## src/hdl/csf_pkg.sv

```systemverilog
`timescale 1ns / 1ps
package csf_pkg;

  // Most sizes sent for one graph
  localparam int unsigned RESULT_LIMIT = 45;
  localparam int unsigned RES_CNT_W    = 6;

  typedef struct packed {
    logic [9:0] end_a;
    logic [9:0] end_b;
    logic       final_edge;
  } csf_in_t;

  typedef struct packed {
    logic [10:0] comp_size;
    logic        last_size;
    logic        edges_dropped;
  } csf_out_t;

  typedef enum logic [3:0] {
    ST_CLEAR,
    ST_IDLE,
    ST_LINK_A,
    ST_LINK_B,
    ST_SCAN,
    ST_SCAN_CHK,
    ST_POP,
    ST_HEAD,
    ST_LINK,
    ST_NBR,
    ST_VIS,
    ST_SIZE_RD,
    ST_SIZE_CHK,
    ST_FLUSH
  } csf_state_e;

  typedef struct packed {
    logic load;
    logic link_a;
    logic link_b;
    logic scan_rd;
    logic comp_start;
    logic scan_next;
    logic pop;
    logic head_rd;
    logic link_ld;
    logic nbr_take;
    logic vis_chk;
    logic size_rd;
    logic size_take;
    logic flush;
    logic clr_step;
  } csf_cmd_t;

  typedef struct packed {
    logic in_ok;
    logic in_fin;
    logic fin_q;
    logic start_ok;
    logic scan_last;
    logic stack_empty;
    logic head_nil;
    logic s_nil;
    logic size_stall;
    logic out_free;
    logic clr_last;
    logic pend_v;
  } csf_stat_t;

endpackage

```

## src/hdl/csf_ctrl.sv

```systemverilog
`timescale 1ns / 1ps
module csf_ctrl
  import csf_pkg::*;
(
  input  logic      clk_i,
  input  logic      rst_ni,
  input  logic      in_valid_i,
  output logic      in_ready_o,
  input  csf_stat_t stat_i,
  output csf_cmd_t  cmd_o
);

  csf_state_e state_q, state_d;

  // Hold state
  always_ff @(posedge clk_i or negedge rst_ni) begin
    if (!rst_ni) begin
      state_q <= ST_CLEAR;
    end else begin
      state_q <= state_d;
    end
  end

  // Next state
  always_comb begin
    state_d = state_q;
    unique case (state_q)
      ST_CLEAR: begin
        if (stat_i.clr_last) state_d = ST_IDLE;
      end
      ST_IDLE: begin
        if (in_valid_i) begin
          if (stat_i.in_ok) state_d = ST_LINK_A;
          else if (stat_i.in_fin) state_d = ST_SCAN;
        end
      end
      ST_LINK_A: state_d = ST_LINK_B;
      ST_LINK_B: state_d = stat_i.fin_q ? ST_SCAN : ST_IDLE;
      ST_SCAN:   state_d = ST_SCAN_CHK;
      ST_SCAN_CHK: begin
        if (stat_i.start_ok) state_d = ST_POP;
        else if (stat_i.scan_last) state_d = ST_FLUSH;
        else state_d = ST_SCAN;
      end
      ST_POP:  state_d = stat_i.stack_empty ? ST_SIZE_RD : ST_HEAD;
      ST_HEAD: state_d = ST_LINK;
      ST_LINK: state_d = stat_i.head_nil ? ST_POP : ST_NBR;
      ST_NBR:  state_d = ST_VIS;
      ST_VIS:  state_d = stat_i.s_nil ? ST_POP : ST_NBR;
      ST_SIZE_RD: state_d = ST_SIZE_CHK;
      ST_SIZE_CHK: begin
        if (!stat_i.size_stall) state_d = stat_i.scan_last ? ST_FLUSH : ST_SCAN;
      end
      ST_FLUSH: begin
        if (stat_i.out_free) state_d = ST_CLEAR;
      end
      default: state_d = ST_CLEAR;
    endcase
  end

  // Commands
  always_comb begin
    cmd_o      = '0;
    in_ready_o = 1'b0;
    unique case (state_q)
      ST_CLEAR: cmd_o.clr_step = 1'b1;
      ST_IDLE: begin
        in_ready_o = 1'b1;
        cmd_o.load = in_valid_i;
      end
      ST_LINK_A: cmd_o.link_a = 1'b1;
      ST_LINK_B: cmd_o.link_b = 1'b1;
      ST_SCAN:   cmd_o.scan_rd = 1'b1;
      ST_SCAN_CHK: begin
        if (stat_i.start_ok) cmd_o.comp_start = 1'b1;
        else cmd_o.scan_next = 1'b1;
      end
      ST_POP:  cmd_o.pop = !stat_i.stack_empty;
      ST_HEAD: cmd_o.head_rd = 1'b1;
      ST_LINK: cmd_o.link_ld = 1'b1;
      ST_NBR:  cmd_o.nbr_take = 1'b1;
      ST_VIS:  cmd_o.vis_chk = 1'b1;
      ST_SIZE_RD: cmd_o.size_rd = 1'b1;
      ST_SIZE_CHK: begin
        if (!stat_i.size_stall) begin
          cmd_o.size_take = 1'b1;
          cmd_o.scan_next = 1'b1;
        end
      end
      ST_FLUSH: cmd_o.flush = stat_i.out_free;
      default: cmd_o = '0;
    endcase
  end

endmodule

```

## config.mk

```make
export PLATFORM = sky130hd
export DESIGN_NAME = csf_ctrl
export DESIGN_NICKNAME = d
export VERILOG_FILES = /design/src/hdl/csf_pkg.sv /design/src/hdl/csf_ctrl.sv
export SDC_FILE = /design/constraint.sdc
export NUM_CORES = 1
export LEC_CHECK = 0
export ABC_AREA = 0
export BUFFER_PORTS_ARGS = -buffer_cell sky130_fd_sc_hd__buf_4
export CORE_UTILIZATION = 36
export DETAILED_ROUTE_END_ITERATION = 10
export HOLD_SLACK_MARGIN = 0.06
export MAX_ROUTING_LAYER = met4
export PLACE_DENSITY_LB_ADDON = 0.12
export SLEW_MARGIN = 20
export SYNTH_ARGS = -nofsm -noshare
export SYNTH_HDL_FRONTEND = slang
export SYNTH_SLANG_ARGS = --single-unit
```

## constraint.sdc

```tcl
create_clock -name clk_i -period 2 [get_ports clk_i]
set_input_delay 0.3 -clock clk_i [delete_from_list [all_inputs] [get_ports clk_i]]
set_output_delay 0.3 -clock clk_i [all_outputs]
set_load 0.01 [all_outputs]
```

==> metrics.cfg <==
[place]
cell_count_post_placement = 123
hpwl_um = 1330
place_congestion = 0.814
placement.io_buffers = 29
post_dp_cell_area_um2 = 815

[finish]
total_area_of_multi_input_combinational_cells_um2 = 455
post_layout_nonfiller_instances = 127
nNetsFinal = 128
regArea_um2 = 103
top_register = state_q
antenna_cells_inserted = 0
largest_registers = state_q: 4 flops
largest_register_ff_count = 4
fill_cells = 177
drive_gt1_share_pct = 42.3
final_cell_area_um2 = 855
flow.area_growth_from_synthesis_pct = 40.8
final_util_pct = 55.4

[logic_synthesis]
synth_net_count = 97
syn_avg_cell_area_um2 = 7.40
post_synth_instance_area_um2 = 607
sequential_fraction_of_the_synthesis_area_pct = 16.5
number_of_enable_type_register_cells_in_the_synthesized_netlist = 0
post_synth_top_flop = dfrtp_1
yosysUniqueCellTypes = 40
yosys_register_bits = 4
async_flop_share_pct = 100
synth_warnings = 0
syn_inst = 82

[clock_network]
clk_root_buffer_cell = clkbuf_4
cts.sinks = 4
cts-htree-levels = 1
number_of_clock_buffers_inserted_by_tritoncts = 3
tritoncts = done
clk_transition_reported_paths_ps = 40
postCtsSetupRepairBufs = 0
cts_max_path_buffers = 2
insertion_delay_ps = 250

[sta]
post-route-period-util_pct = 92.8
fin_tns_setup_ps = 0
tightestPinTransition_ps = 496
fmaxAchievable_mhz = 539
setup-violations-final = 0
drv_slew = 0
fin_skew_ps = 3.99
finalHoldViolCount = 0
rsz0062_at_grt = false
min_period_ps = 1860
max-slew-margin-rel_pct = 67.0

[run]
cap_violations = 0

[setup_path]
worstPathArrival_ps = 1560
worst_r2r_path_depth = 4
setup_slack_on_the_worst_flop_to_flop_path_ps = 290
path_class = flip-flop to output port
timing.critical_path.from = state_q[3]
path_max_fanout = 14
crit-reg2reg-capture = state_q[2]
crit_path_start_kind = flip-flop
critical_path.endpoint = cmd_o[9]
end_kind = output port
crit-reg2reg-launch = state_q[3]
cp.required_ps = 1700

[power_and_ir_drop]
leakagePower_uw = 0.000380
vdd.ir_drop.worst_uv = 761
design_power_total_uw = 1170
pwr_density_cell_nw_per_um2 = 1370

[route]
detailedRoute.firstPassIterationCount = 4
number_of_remaining_drc_errors = 0
drt.antenna.violating_nets = 0
post_drt_via_cell_ratio = 5.67
dr.first_iter.drc_count = 3
route.detailed.wl_per_inst_um = 13.5
wl_um = 1720
via_count = 720

[floorplan]
placeable_core_region_um2 = 1540
die_area_um2 = 1850
initial_core_util_pct = 39.4
ios = 31
chipWidth_um = 43.1
die_height_um = 43.1
floorplan.rows = 14

[global_route]
initial_antenna_violation_count = 0
globalRoute.totalOverflow = 0
groute.usage.overall_pct = 20.2
grt_first_pass_wirelength_um = 2780
first_global_vias = 625
grt_max_degree = 15

[hold_path]
hold_path.class = input port to asynchronous set/reset pin

[status]
outcome = finished clean

[routing by layer]
layer,vias up,share of wire [%],global-route usage [%]
li1,365,-,-
met1,327,47,25.5
met2,25,48,33.9
met3,3,4.7,3.83
met4,0,0.76,3.64
met5,-,0,-
[timing repair]
item	CTS	global route
hold endpoints to repair	4	0
gates resized for setup	0	3
hold buffers	1	0
setup endpoints to repair	0	2
[how the worst min path moves through the flow]
| stage | from | slack, ps | endpoint |
|---|---|---|---|
| floorplan | rst_ni | 4 | state_q[0] |
| global placement | rst_ni | 90 | state_q[0] |
| detailed placement | rst_ni | 100 | state_q[1] |
| CTS | rst_ni | 380 | state_q[1] |
| global route | rst_ni | 400 | state_q[1] |
| finish | rst_ni | 380 | state_q[1] |
[report_power, final]
group	total, uW	internal, uW	switching (uW)	leakage, uW
clock network	106	67.5	38.9	0.0000138
logic	794	396	399	0.000319
registers	266	125	142	0.0000474
[through the flow]
stage / setup WS (ps) / hold slack, ps
floorplan: 454 / 4.41
global placement: 288 / 94.6
detailed placement: 295 / 98.5
CTS: 90.1 / 381
global route: 51.8 / 397
finish: 144 / 383
[Yosys cell counts, drive strengths merged (2+ instances only)]
| library cell | number | area (um2) |
|---|---|---|
| nand2b | 4 | 32.5 |
| nor2b | 3 | 18.8 |
| o21ai | 2 | 13.8 |
| a21oi | 4 | 20.0 |
| nor3 | 6 | 35.0 |
| nor4b | 2 | 23.8 |
| or2 | 2 | 12.5 |
| nand2 | 6 | 22.5 |
| inv | 3 | 11.3 |
| nor2 | 16 | 67.6 |
| nand3 | 2 | 10.0 |
| a221oi | 2 | 17.5 |
| o32ai | 3 | 33.8 |
| buf | 6 | 45.0 |
| or3b | 2 | 17.5 |
| dfrtp | 4 | 100 |
[cells by family after synthesis]
family | synth area share, %
AND/OR/NAND/NOR | 47.8
AO/OA/AOI/OAI | 26.4
flip-flops | 16.5
buffers and inverters | 9.28
[cell usage in the layout (no fill, tap or decap), types with 3 or more instances in the layout]
| cell type | Yosys | final |
|---|---|---|
| nor3_1 | 5 | 4 |
| nand2_1 | 6 | 6 |
| buf_4 | 1 | 31 |
| nand2b_1 | 3 | 3 |
| a21oi_1 | 4 | 4 |
| nor2b_1 | 3 | 3 |
| nor2_1 | 15 | 15 |
| clkbuf_4 | 0 | 3 |
[final cells by class]
class	instances	share of cell area, %
Tap cell	16	2.34
Inverter	3	1.32
Multi-Input combinational cell	69	53.3
Sequential cell	4	12.0
Timing Repair Buffer	32	28.4
Clock buffer	3	2.64
[worst max-delay path, stage by stage, from the launching register on]
cell and delay (ps):
dfrtp_1 640, nand2b_4 280, nor3_1 50, or2_1 200
buf_4 140
Note: power is estimated with default switching activity, not from simulation.
